**config.mk**
```make
export PLATFORM = sky130hd
export DESIGN_NAME = circular_linked_list_engine_flat
export DESIGN_NICKNAME = d
export VERILOG_FILES = /design/src/hdl/clle_pkg.sv /design/src/hdl/clle_channels.sv /design/src/hdl/circular_linked_list_engine.sv /design/src/hdl/clle_dpath.sv /design/src/hdl/clle_ctrl.sv /design/src/flat_wrapper.sv
export VERILOG_INCLUDE_DIRS = /design/src /design/src/hdl
export SDC_FILE = /design/constraint.sdc
export NUM_CORES = 1
export LEC_CHECK = 0
export BUFFER_PORTS_ARGS = -buffer_cell sky130_fd_sc_hd__buf_2
export CAP_MARGIN = 25
export CORE_UTILIZATION = 46
export CTS_CLUSTER_SIZE = 20
export DETAILED_ROUTE_END_ITERATION = 8
export SYNTH_ARGS = -nofsm -noshare
export SYNTH_HDL_FRONTEND = slang
export SYNTH_SLANG_ARGS = --single-unit
```
**constraint.sdc**
```tcl
create_clock -name clk -period 5.6 [get_ports clk]
set_input_delay 1.12 -clock clk [delete_from_list [all_inputs] [get_ports clk]]
set_output_delay 1.12 -clock clk [all_outputs]
set_load 0.01 [all_outputs]
```
**src/hdl/circular_linked_list_engine_defines.svh**
```systemverilog
// Assertion macros used by the list engine top level.
// Depends on nothing; included by the top level after its net type line.
`ifndef CIRCULAR_LINKED_LIST_ENGINE_DEFINES_SVH
`define CIRCULAR_LINKED_LIST_ENGINE_DEFINES_SVH

// Same-cycle implication, checked at every rising edge out of reset.
`define CLLE_ASSERT_IMPLY(label, clk, rst_n, ante, cons, msg) \
    label: assert property (@(posedge clk) disable iff (!rst_n) (ante) |-> (cons)) \
        else $error(msg);

// Next-cycle implication, checked at every rising edge out of reset.
`define CLLE_ASSERT_NEXT(label, clk, rst_n, ante, cons, msg) \
    label: assert property (@(posedge clk) disable iff (!rst_n) (ante) |=> (cons)) \
        else $error(msg);

`endif

```
**src/hdl/clle_pkg.sv**
```systemverilog
// Shared types, codes and defaults of the circular linked list engine.
// Depends on nothing; used by the channel interfaces and every module.
`default_nettype none

package clle_pkg;

    localparam int MAX_NODES_DEF = 16;
    localparam int KEY_BITS_DEF  = 32;

    localparam int OP_W  = 2;
    localparam int KEY_W = 32;
    localparam int ST_W  = 2;

    typedef enum logic [OP_W-1:0] {
        OP_INSERT = 2'd0,
        OP_DELETE = 2'd1,
        OP_LIST   = 2'd2,
        OP_CLEAR  = 2'd3
    } op_t;

    typedef enum logic [ST_W-1:0] {
        ST_OK        = 2'd0,
        ST_FULL      = 2'd1,
        ST_NOT_FOUND = 2'd2,
        ST_EMPTY     = 2'd3
    } st_t;

    // Commands from the controller to the datapath.
    typedef struct packed {
        logic load_key;     // capture the key of the accepted item
        logic rd_head;      // read the node the sentinel points to
        logic rd_follow;    // read the successor of the node just read
        logic ins_a;        // write key and links of the new node
        logic ins_b;        // hook the new node in after the sentinel
        logic unlink;       // unlink the node just read
        logic clear;        // empty the list
        logic push;         // load the output register
        st_t  push_status;
        logic push_key;     // carry the key just read, else zero
        logic push_last;
    } cmd_t;

    // Status from the datapath to the controller.
    typedef struct packed {
        logic full;
        logic cur_is_sent;
        logic nxt_is_sent;
        logic match;
        logic steps_end;
        logic steps_last;
        logic out_free;
    } sts_t;

endpackage

`default_nettype wire

```
**src/hdl/clle_channels.sv**
```systemverilog
// Valid/ready channel interfaces for the request and response sides.
// Depends on clle_pkg for the field widths.
`default_nettype none

interface clle_req_if;
    logic                               valid;
    logic                               ready;
    logic        [clle_pkg::OP_W-1:0]   op;
    logic signed [clle_pkg::KEY_W-1:0]  key;

    modport source (output valid, output op, output key, input ready);
    modport sink   (input valid, input op, input key, output ready);
endinterface

interface clle_rsp_if;
    logic                               valid;
    logic                               ready;
    logic        [clle_pkg::ST_W-1:0]   status;
    logic signed [clle_pkg::KEY_W-1:0]  key_out;
    logic                               last;

    modport source (output valid, output status, output key_out, output last, input ready);
    modport sink   (input valid, input status, input key_out, input last, output ready);
endinterface

`default_nettype wire

```
**src/hdl/circular_linked_list_engine.sv**
```systemverilog
// Top level of the circular linked list engine: controller plus datapath.
// Depends on clle_pkg, clle_channels, clle_ctrl, clle_dpath and the
// assertion macros in circular_linked_list_engine_defines.svh.
//
//  Channel | Direction | Payload                  | Transfer per item
//  --------+-----------+--------------------------+--------------------------
//  req     | in        | op, key                  | one
//  rsp     | out       | status, key_out, last    | one, or one per node on list
//
// An insert runs S_INS and S_INS_LINK, or S_INS alone on a full pool, before
// S_RESP loads its result into the output register; clear runs only S_RESP.
// A delete walks the list one node per cycle, set by the single read port of
// the node pool memories. A list likewise produces one result per cycle once
// its first node has been read; stalls on rsp hold the walk in place. A new
// request is taken once the previous one has loaded its final result into
// the output register. Reset is asynchronous and leaves the list empty.
`default_nettype none
`include "circular_linked_list_engine_defines.svh"

module circular_linked_list_engine #(
    parameter int MAX_NODES = clle_pkg::MAX_NODES_DEF,
    parameter int KEY_BITS  = clle_pkg::KEY_BITS_DEF
) (
    input  wire logic  clk,
    input  wire logic  rst_n,
    clle_req_if.sink   req,
    clle_rsp_if.source rsp
);

    clle_pkg::cmd_t cmd;
    clle_pkg::sts_t sts;
    logic           ctrl_ready;

    // The controller owns the request handshake and all sequencing.
    clle_ctrl u_ctrl (
        .clk      (clk),
        .rst_n    (rst_n),
        .in_valid (req.valid),
        .in_op    (req.op),
        .in_ready (ctrl_ready),
        .sts      (sts),
        .cmd      (cmd)
    );

    assign req.ready = ctrl_ready;

    // The datapath holds the node pool, the sentinel link and the output
    // register that drives the response channel.
    clle_dpath #(
        .MAX_NODES (MAX_NODES),
        .KEY_BITS  (KEY_BITS)
    ) u_dpath (
        .clk    (clk),
        .rst_n  (rst_n),
        .key_in (req.key),
        .cmd    (cmd),
        .sts    (sts),
        .rsp    (rsp)
    );

    // A result is only ever loaded into a free output register.
    `CLLE_ASSERT_IMPLY(a_push_free, clk, rst_n, cmd.push, sts.out_free, "push into busy output")
    // A new node is only written while a slot is free.
    `CLLE_ASSERT_IMPLY(a_ins_room, clk, rst_n, cmd.ins_a, !sts.full, "insert into full pool")
    // Only a matching real node is ever unlinked, never the sentinel.
    `CLLE_ASSERT_IMPLY(a_unlink_ok, clk, rst_n, cmd.unlink, sts.match && !sts.cur_is_sent, "bad unlink")
    // Every request occupies the engine for at least the following cycle.
    `CLLE_ASSERT_NEXT(a_one_at_a_time, clk, rst_n, req.valid && req.ready, !req.ready, "overlap")

endmodule

`default_nettype wire

```
**src/hdl/clle_dpath.sv**
```systemverilog
// Datapath of the list engine: node pool memories, sentinel link, walk
// registers and the output register. Depends on clle_pkg and clle_rsp_if.
`default_nettype none

module clle_dpath #(
    parameter int MAX_NODES = clle_pkg::MAX_NODES_DEF,
    parameter int KEY_BITS  = clle_pkg::KEY_BITS_DEF
) (
    input  wire logic                               clk,
    input  wire logic                               rst_n,
    input  wire logic signed [clle_pkg::KEY_W-1:0]  key_in,
    input  wire clle_pkg::cmd_t                     cmd,
    output clle_pkg::sts_t                          sts,
    clle_rsp_if.source                              rsp
);

    localparam int LINK_W = $clog2(MAX_NODES + 1);
    localparam int IDX_W  = $clog2(MAX_NODES);
    localparam logic [LINK_W-1:0] SENT = LINK_W'(MAX_NODES);

    logic signed [KEY_BITS-1:0]  key_mem [MAX_NODES];
    logic        [LINK_W-1:0]    nxt_mem [MAX_NODES];
    logic        [LINK_W-1:0]    prv_mem [MAX_NODES];

    logic signed [KEY_BITS-1:0]  key_reg;
    logic        [LINK_W-1:0]    head_reg;
    logic        [MAX_NODES-1:0] used_reg;
    logic        [IDX_W-1:0]     slot_reg;
    logic        [LINK_W-1:0]    cur_reg;
    logic        [LINK_W-1:0]    steps_reg;
    logic signed [KEY_BITS-1:0]  key_rd_reg;
    logic        [LINK_W-1:0]    nxt_rd_reg;
    logic        [LINK_W-1:0]    prv_rd_reg;

    logic                        out_valid_reg;
    clle_pkg::st_t               out_status_reg;
    logic signed [clle_pkg::KEY_W-1:0] out_key_reg;
    logic                        out_last_reg;

    logic [MAX_NODES-1:0] free_oh;
    logic [IDX_W-1:0]     free_idx;
    logic [LINK_W-1:0]    rd_addr;
    logic                 rd_en;
    logic                 out_free;

    logic                 nxt_we;
    logic [IDX_W-1:0]     nxt_wa;
    logic [LINK_W-1:0]    nxt_wd;
    logic                 prv_we;
    logic [IDX_W-1:0]     prv_wa;
    logic [LINK_W-1:0]    prv_wd;

    // Lowest free slot: isolate the lowest clear bit, then encode it.
    always_comb
    begin
        free_oh  = ~used_reg & (used_reg + MAX_NODES'(1));
        free_idx = '0;
        for (int i = 0; i < MAX_NODES; i++)
        begin
            if (free_oh[i])
            begin
                free_idx = free_idx | IDX_W'(i);
            end
        end
    end

    assign rd_en   = cmd.rd_head | cmd.rd_follow;
    assign rd_addr = cmd.rd_head ? head_reg : nxt_rd_reg;
    assign out_free = !out_valid_reg || rsp.ready;

    // Write ports of the link memories; the commands never coincide.
    always_comb
    begin
        nxt_we = 1'b0;
        nxt_wa = free_idx;
        nxt_wd = head_reg;
        prv_we = 1'b0;
        prv_wa = free_idx;
        prv_wd = SENT;
        priority if (cmd.ins_a)
        begin
            nxt_we = 1'b1;
            prv_we = 1'b1;
        end
        else if (cmd.ins_b)
        begin
            prv_we = (head_reg != SENT);
            prv_wa = head_reg[IDX_W-1:0];
            prv_wd = LINK_W'(slot_reg);
        end
        else if (cmd.unlink)
        begin
            nxt_we = (prv_rd_reg != SENT);
            nxt_wa = prv_rd_reg[IDX_W-1:0];
            nxt_wd = nxt_rd_reg;
            prv_we = (nxt_rd_reg != SENT);
            prv_wa = nxt_rd_reg[IDX_W-1:0];
            prv_wd = prv_rd_reg;
        end
    end

    // Node pool memories: one write and one registered read per cycle.
    always_ff @(posedge clk)
    begin
        if (cmd.ins_a)
        begin
            key_mem[free_idx] <= key_reg;
        end
        if (nxt_we)
        begin
            nxt_mem[nxt_wa] <= nxt_wd;
        end
        if (prv_we)
        begin
            prv_mem[prv_wa] <= prv_wd;
        end
        if (rd_en)
        begin
            key_rd_reg <= key_mem[rd_addr[IDX_W-1:0]];
            nxt_rd_reg <= nxt_mem[rd_addr[IDX_W-1:0]];
            prv_rd_reg <= prv_mem[rd_addr[IDX_W-1:0]];
        end
    end

    // Payload registers.
    always_ff @(posedge clk)
    begin
        if (cmd.load_key)
        begin
            key_reg <= KEY_BITS'(key_in);
        end
        if (cmd.ins_a)
        begin
            slot_reg <= free_idx;
        end
        if (rd_en)
        begin
            cur_reg <= rd_addr;
        end
        if (cmd.rd_head)
        begin
            steps_reg <= '0;
        end
        else if (cmd.rd_follow)
        begin
            steps_reg <= steps_reg + LINK_W'(1);
        end
        if (cmd.push)
        begin
            out_status_reg <= cmd.push_status;
            out_key_reg    <= cmd.push_key ? clle_pkg::KEY_W'(key_rd_reg) : '0;
            out_last_reg   <= cmd.push_last;
        end
    end

    // List shape and output handshake state.
    always_ff @(posedge clk or negedge rst_n)
    begin
        if (!rst_n)
        begin
            head_reg      <= SENT;
            used_reg      <= '0;
            out_valid_reg <= 1'b0;
        end
        else
        begin
            if (cmd.clear)
            begin
                head_reg <= SENT;
                used_reg <= '0;
            end
            else if (cmd.ins_b)
            begin
                head_reg <= LINK_W'(slot_reg);
                used_reg <= used_reg | (MAX_NODES'(1) << slot_reg);
            end
            else if (cmd.unlink)
            begin
                if (prv_rd_reg == SENT)
                begin
                    head_reg <= nxt_rd_reg;
                end
                used_reg <= used_reg & ~(MAX_NODES'(1) << cur_reg[IDX_W-1:0]);
            end

            if (cmd.push)
            begin
                out_valid_reg <= 1'b1;
            end
            else if (rsp.ready)
            begin
                out_valid_reg <= 1'b0;
            end
        end
    end

    assign sts.full        = &used_reg;
    assign sts.cur_is_sent = (cur_reg == SENT);
    assign sts.nxt_is_sent = (nxt_rd_reg == SENT);
    assign sts.match       = (key_rd_reg == key_reg);
    assign sts.steps_end   = (steps_reg == LINK_W'(MAX_NODES));
    assign sts.steps_last  = (steps_reg == LINK_W'(MAX_NODES - 1));
    assign sts.out_free    = out_free;

    assign rsp.valid   = out_valid_reg;
    assign rsp.status  = out_status_reg;
    assign rsp.key_out = out_key_reg;
    assign rsp.last    = out_last_reg;

endmodule

`default_nettype wire

```
**src/hdl/clle_ctrl.sv**
```systemverilog
// Controller of the list engine: sequences insert, delete, list and clear
// through commands to the datapath. Depends on clle_pkg.
`default_nettype none

module clle_ctrl (
    input  wire logic                        clk,
    input  wire logic                        rst_n,
    input  wire logic                        in_valid,
    input  wire logic [clle_pkg::OP_W-1:0]   in_op,
    output logic                             in_ready,
    input  wire clle_pkg::sts_t              sts,
    output clle_pkg::cmd_t                   cmd
);

    typedef enum logic [2:0] {
        S_IDLE,
        S_INS,
        S_INS_LINK,
        S_DEL,
        S_LIST,
        S_RESP
    } state_t;

    state_t        state_reg;
    state_t        state_next;
    clle_pkg::st_t resp_reg;
    clle_pkg::st_t resp_next;

    assign in_ready = (state_reg == S_IDLE);

    always_comb
    begin
        cmd        = '0;
        state_next = state_reg;
        resp_next  = resp_reg;
        unique case (state_reg)
            S_IDLE:
            begin
                if (in_valid)
                begin
                    cmd.load_key = 1'b1;
                    unique case (clle_pkg::op_t'(in_op))
                        clle_pkg::OP_INSERT:
                        begin
                            state_next = S_INS;
                        end
                        clle_pkg::OP_DELETE:
                        begin
                            cmd.rd_head = 1'b1;
                            state_next  = S_DEL;
                        end
                        clle_pkg::OP_LIST:
                        begin
                            cmd.rd_head = 1'b1;
                            state_next  = S_LIST;
                        end
                        clle_pkg::OP_CLEAR:
                        begin
                            cmd.clear  = 1'b1;
                            resp_next  = clle_pkg::ST_OK;
                            state_next = S_RESP;
                        end
                    endcase
                end
            end
            S_INS:
            begin
                if (sts.full)
                begin
                    resp_next  = clle_pkg::ST_FULL;
                    state_next = S_RESP;
                end
                else
                begin
                    cmd.ins_a  = 1'b1;
                    state_next = S_INS_LINK;
                end
            end
            S_INS_LINK:
            begin
                cmd.ins_b  = 1'b1;
                resp_next  = clle_pkg::ST_OK;
                state_next = S_RESP;
            end
            S_DEL:
            begin
                priority if (sts.cur_is_sent || sts.steps_end)
                begin
                    resp_next  = clle_pkg::ST_NOT_FOUND;
                    state_next = S_RESP;
                end
                else if (sts.match)
                begin
                    cmd.unlink = 1'b1;
                    resp_next  = clle_pkg::ST_OK;
                    state_next = S_RESP;
                end
                else
                begin
                    cmd.rd_follow = 1'b1;
                end
            end
            S_LIST:
            begin
                priority if (sts.cur_is_sent)
                begin
                    resp_next  = clle_pkg::ST_EMPTY;
                    state_next = S_RESP;
                end
                else if (sts.out_free)
                begin
                    cmd.push        = 1'b1;
                    cmd.push_status = clle_pkg::ST_OK;
                    cmd.push_key    = 1'b1;
                    cmd.push_last   = sts.nxt_is_sent || sts.steps_last;
                    if (cmd.push_last)
                    begin
                        state_next = S_IDLE;
                    end
                    else
                    begin
                        cmd.rd_follow = 1'b1;
                    end
                end
            end
            S_RESP:
            begin
                if (sts.out_free)
                begin
                    cmd.push        = 1'b1;
                    cmd.push_status = resp_reg;
                    cmd.push_last   = 1'b1;
                    state_next      = S_IDLE;
                end
            end
            default:
            begin
                state_next = S_IDLE;
            end
        endcase
    end

    always_ff @(posedge clk or negedge rst_n)
    begin
        if (!rst_n)
        begin
            state_reg <= S_IDLE;
            resp_reg  <= clle_pkg::ST_OK;
        end
        else
        begin
            state_reg <= state_next;
            resp_reg  <= resp_next;
        end
    end

endmodule

`default_nettype wire
```
**src/flat_wrapper.sv**
```systemverilog
// flat-port wrapper written by rule: the top's interface ports become plain ports
module circular_linked_list_engine_flat 
#(
    parameter int MAX_NODES = clle_pkg::MAX_NODES_DEF,
    parameter int KEY_BITS  = clle_pkg::KEY_BITS_DEF
)
  (clk, rst_n, req_valid, req_op, req_key, req_ready, rsp_valid, rsp_status, rsp_key_out, rsp_last, rsp_ready);
  clle_req_if req_i ();
  clle_rsp_if rsp_i ();
  input  wire logic clk;
  input  wire logic rst_n;
  input wire logic [$bits(req_i.valid)-1:0] req_valid;
  input wire logic [$bits(req_i.op)-1:0] req_op;
  input wire logic [$bits(req_i.key)-1:0] req_key;
  output wire logic [$bits(req_i.ready)-1:0] req_ready;
  output wire logic [$bits(rsp_i.valid)-1:0] rsp_valid;
  output wire logic [$bits(rsp_i.status)-1:0] rsp_status;
  output wire logic [$bits(rsp_i.key_out)-1:0] rsp_key_out;
  output wire logic [$bits(rsp_i.last)-1:0] rsp_last;
  input wire logic [$bits(rsp_i.ready)-1:0] rsp_ready;
  assign req_i.valid = req_valid;
  assign req_i.op = req_op;
  assign req_i.key = req_key;
  assign req_ready = req_i.ready;
  assign rsp_valid = rsp_i.valid;
  assign rsp_status = rsp_i.status;
  assign rsp_key_out = rsp_i.key_out;
  assign rsp_last = rsp_i.last;
  assign rsp_i.ready = rsp_ready;
  circular_linked_list_engine #(.MAX_NODES(MAX_NODES), .KEY_BITS(KEY_BITS)) u_core (.clk(clk), .rst_n(rst_n), .req(req_i), .rsp(rsp_i));
endmodule
```
* Yosys cells after proc, flatten, opt, wreduce, memory -nomap -nowiden *
Memory sizes are Yosys's and may differ from the RTL's. A register that Yosys moved wholly into a read port is not among the register bits.
Index checks and enable logic that the tools add are counted.

word-level totals
  memories kept = 3
  logic and storage cells = 156
  bits in writable memories = 672
  bits of input ports = 38
  output and inout port bits = 37
  register bits = 108

operators by class
  add/sub/neg operators = 2
  shift operators = 2
  bitwise logic cells = 6
  reduce and logical (&&, ||, !) cells = 15
  equal/unequal tests = 25
  muxes and demuxes = 91

memories
  name                    depth  bits a word  rd ports  clocked after memory_dff  write ports  line              RTL
  u_core.u_dpath.key_mem  16     32           1         1                         1            clle_dpath.sv:21  logic signed [KEY_BITS-1:0] key_mem [MAX_NODES];
  u_core.u_dpath.nxt_mem  16     5            1         1                         1            clle_dpath.sv:22  logic [LINK_W-1:0] nxt_mem [MAX_NODES];
  u_core.u_dpath.prv_mem  16     5            1         1                         1            clle_dpath.sv:23  logic [LINK_W-1:0] prv_mem [MAX_NODES];

operators with widths
  operator               number
  $mux 5                 13
  $mux 4                 14
  $mux 16                3
  $mux 3                 13
  $and 16x16->16         2
  $eq 32x32->1           1
  $mux 1                 32
  $not 16->16            2
  $shl 1x4->16 const A   2
  $eq 5x5->1 const B     4
  $mux 2                 10
  $pmux 3 s6             1
  $add 16x1->16 const B  1
  $or 16x16->16          1
  $reduce_and 16->1      1
  $ne 5x5->1 const B     3
  $pmux 3 s4             1
  $pmux 2 s5             1
  $eq 3x2->1 const B     2
  $eq 3x3->1 const B     2
  $ne 2x2->1 const B     3
  $ne 3x3->1 const B     2
  $pmux 3 s2             1
  $reduce_and 6->1       1
  19 further kinds       25

* Depth between registers and ports, before layout *
  depth after elaboration = 20
  mapped depth = 11
  depth with buffers taken out = 8

* Modules after synthesis *
A second synthesis with hierarchy kept.

unflattened totals
  cell total of the unflattened synthesis = 2263
  area, all modules = 33487.1 um2

modules (own cells, without submodules)
  module      sequential area each (um2)  cells each  area an instance (um2)  times used
  clle_dpath  24374.6                     2195        32939.1                 1
  clle_ctrl   125.1                       68          548.0                   1

* Worst setup path before layout *
Ideal clock, no wire load.

  kind = input to register
  from = in req_valid
  to = reg u_core.u_dpath.cur_reg[0] (enable)
  arrival time = 3.239 ns
  path slack = 1.948 ns
  setup time = 0.413 ns
  cell stages on the path = 3
  path buffers = 0
  data required time = 5.187 ns
  path through = and2_1 -> nand2_1 -> nand3_1

on the way
  word-level cells in the longest chain between the ends = 3

RTL lines
  what                      line                RTL
  start: declaration        flat_wrapper.sv:12  input wire logic [$bits(req_i.valid)-1:0] req_valid;
  $mux 2                    clle_ctrl.sv:39     if (in_valid)
  $mux 2                    clle_ctrl.sv:36     unique case (state_reg)
  $or 1x1->1                clle_dpath.sv:67    assign rd_en = cmd.rd_head | cmd.rd_follow;
  net u_core.u_dpath.rd_en  clle_dpath.sv:43    logic rd_en;
  end signal: assignment    clle_dpath.sv:138   cur_reg <= rd_addr;
  end: declaration          clle_dpath.sv:29    logic [LINK_W-1:0] cur_reg;

The timed path passes the listed nets, and every way through them passes these cells.
A chain may end at the register's enable or synchronous reset.

* Worst setup path in the final report *
  from = reg u_core.u_dpath.key_reg[7]
  to = mem u_core.u_dpath.prv_mem[2][3] (netlist bit) (enable)

on the way
  word-level cells in the longest chain between the ends = 9
  elaborated cells between the ends (all ways) = 12
  those cells by class = eq/ne (1); mux (11)

RTL lines
  what                          line               RTL
  start: declaration            clle_dpath.sv:25   logic signed [KEY_BITS-1:0] key_reg;
  start signal: assignment      clle_dpath.sv:130  key_reg <= KEY_BITS'(key_in);
  $eq 32x32->1 *                clle_dpath.sv:200  assign sts.match = (key_rd_reg == key_reg);
  $mux 1 *                      clle_ctrl.sv:92    else if (sts.match)
  $mux 1 *                      clle_ctrl.sv:87    priority if (sts.cur_is_sent || sts.steps_end)
  $mux 1 *                      clle_ctrl.sv:36
  $mux 1                        clle_dpath.sv:91   else if (cmd.unlink)
  $mux 1                        clle_dpath.sv:85   else if (cmd.ins_b)
  $mux 1                        clle_dpath.sv:80   priority if (cmd.ins_a)
  $mux 1                        clle_dpath.sv:113  if (prv_we)
  $mux 1 (not written as such)  clle_dpath.sv:115  prv_mem[prv_wa] <= prv_wd;
  end: declaration              clle_dpath.sv:23

Every way passes the cells marked *; elsewhere a longest branch is shown, timed or not.

==> impl_metrics.ini <==
[logic_synthesis]
netlist_area_sq_um = 32000
synth-edff-count = 790
syn_area_per_cell_sq_um = 19.8
synthFlopType = edfxtp_1
syn_nets = 1664
ys_ff_latch = 822
synth-async-reset-ratio_pct = 3.28
synthTopCellsByArea = edfxtp_1 74%, mux4_2 12%, dfrtp_1 2.0%, a22oi_1 2.0%, nand2_1 1.2%
synth_seq_area_share_pct = 76.6
ys_types = 59
syn_inst = 1618
synth_top_area_share_pct = 74.2
yosys_warnings = 0
yosysTopAreaCell = edfxtp_1

[final_layout]
final_util_pct = 53.0
regMostFlops = u_core.u_dpath.key_mem
final_common_cell = edfxtp_1
syn_to_final_growth_pct = 14.0
top_regs = u_core.u_dpath.key_mem (512), u_core.u_dpath.nxt_mem (80), u_core.u_dpath.prv_mem (80)
n_fill_cell = 5423
most-common-layout-cells = 790 x edfxtp_1, 168 x mux4_2, 99 x nand2_1, 85 x a22oi_1, 85 x clkbuf_16
n_antenna_cell = 0
largest_register_ffs = 512
drive_above_1_share_pct = 25.0
nets = 1800

[die]
die_w_um = 266
fp-row-count = 96
die_h_um = 266
start_util_pct = 46.5
boundaryPins = 75
die_area_sq_um = 70600
coreArea_sq_um = 68700

[drt]
wl_per_cell_um = 27.2
postRouteWirelength_um = 74900
first_iter_violations = 1744
vias = 16130
viasPerCell = 5.86
dr.pass1.iters = 6
drc_errors = 0
drtAntennaViolNets = 0

[setup_path]
startpoint_type = register
critPathCaptureType = register
worstPathMaxFanout = 17
cp.arrival_ns = 4.74
cp.required_ns = 5.85
ff2ff_setup_slack_ns = 1.11
crit_type = register to register

[clock_tree]
hold_buffers = 0
clk_pin_slew_ns = 0.06
htree_levels = 3
numCtsBuffers = 83
cts_sinks = 822
tritoncts = built
clockBufferDepth = 3
cts_root_buffer = clkbuf_16
ctsResizeCount = 0
cts_setup_buffers = 0
clock_latency_ns = 0.64

[placement]
dp_hpwl_um = 43400
globalplace.congestion = 0.856
port_buffers = 74

[hold_path]
hp-class = register to register

[global_routing]
antenna_found_initial = 1
grt_pass1_wl_um = 110000
grt_overflow_total = 0
grt_usage_pct = 21.6
first_global_vias = 16305
grt_max_degree = 68

[timing]
setup_viol_count_final = 0
period_needed_ns = 4.49
tightest_slew_ns = 1.06
slew_headroom_pct = 29.2
fmax_ghz = 0.223
clock_skew_ns = 0.0247
rsz0062_at_grt = no
fin_setup_tns_ns = 0
hold_viol = 0
finalCritPeriodShare_pct = 80.2
drv_slew = 0

[pwr]
ir_drop_mv = 0.337
p_leak_nw = 11.9
power_density_nw_per_um2 = 522

[job]
maxCapViolCount = 0

[status]
status = completed
==> report_power, final <==
part / total (W) / leakage, nW / switching (W) / internal (W)
Sequential: 0.00849 / 7.59 / 0.000623 / 0.00786
Clock: 0.00541 / 1.28 / 0.00234 / 0.00307
Combinational: 0.00513 / 3.05 / 0.00300 / 0.00213
Total: 0.0190 / 11.9 / 0.00596 / 0.0131
==> per-layer routing <==
metal | global-route usage, % | up-vias | share of wire (%)
met3 | 3.70 | 112 | 6.0
met2 | 33.8 | 546 | 48
met1 | 31.5 | 8579 | 44
met4 | 6.06 | 0 | 2.4
li1 | - | 6893 | -
met5 | 0 | - | 0
==> cells by family after synthesis <==
kind of cell	count (synthesis)	share of synthesized area, %
compound gates	169	3.66
xor+xnor	36	0.986
fa+ha+maj	8	0.313
buf+inv	91	1.44
flops	822	76.6
mux	180	12.2
simple gates	312	4.75
==> through the flow <==
stage	total power (W)	area [sq um]	hold WS (ns)	cells	worst slack (ns)
2_1_floorplan	0.0120	32000	0.441	1618	1.95
5_1_grt	0.0198	36400	0.533	2751	0.927
3_5_place_dp	0.0138	33800	0.473	2598	1.11
3_3_place_gp	0.0137	33700	0.464	2596	1.18
4_1_cts	0.0192	36400	0.486	2749	1.09
6_report	0.0190	36400	0.483	2751	1.11
==> worst paths after layout <==
kind | startpoint | end | cells past startpoint
min reg2reg | u_core.u_ctrl.resp_reg[0] | u_core.u_ctrl.resp_reg[0] | 2
min in group asynchronous | rst_n | u_core.u_dpath.used_reg[12] | 1
max reg2reg | u_core.u_dpath.key_reg[7] | u_core.u_dpath.prv_mem[2][3] | 7
min | u_core.u_ctrl.resp_reg[0] | u_core.u_ctrl.resp_reg[0] | 2
max in group asynchronous | rst_n | u_core.u_dpath.head_reg[1] | 1
max | u_core.u_dpath.key_reg[7] | u_core.u_dpath.prv_mem[2][3] | 7
==> final cells by class <==
| type | count | area [sq um] | share of cell area [%] |
|---|---|---|---|
| sequential | 822 | 24500 | 67.2 |
| multi-input combinational | 705 | 7210 | 19.8 |
| clock buffer | 98 | 2180 | 5.97 |
| tap | 931 | 1160 | 3.20 |
| timing repair buffer | 124 | 858 | 2.35 |
| clock inverter | 53 | 469 | 1.29 |
| inverter | 18 | 67.6 | 0.185 |
==> critical path, stage by stage (launching register included) <==
cell      delay [ns]
edfxtp_1        0.59
xor2_1          0.26
nor4_1          0.86
and4_1          0.49
and3_1          0.54
o31ai_1         0.20
or3_1           0.47
nor3_1          0.68
==> synth_stat cells, types with 5 or more instances <==
cell type  instances
a21oi_1           20
nand2b_1           8
o21ai_1            5
a311oi_1           6
a211oi_1           9
edfxtp_1         790
buf_6              9
ha_1               8
inv_1             17
mux4_2           168
clkbuf_1          36
dfxtp_1            5
and3_1            10
a31oi_1           10
buf_4              6
mux2i_1            9
dfrtp_1           26
nand2_1           99
a22oi_1           85
nor2_1            74
nand4_1            7
and2_1            37
nor4_1            15
nor3_1            27
buf_2             22
xor2_1            32
nand3_1           13
o21ai_0           17
(Power assumes the default switching activity.)
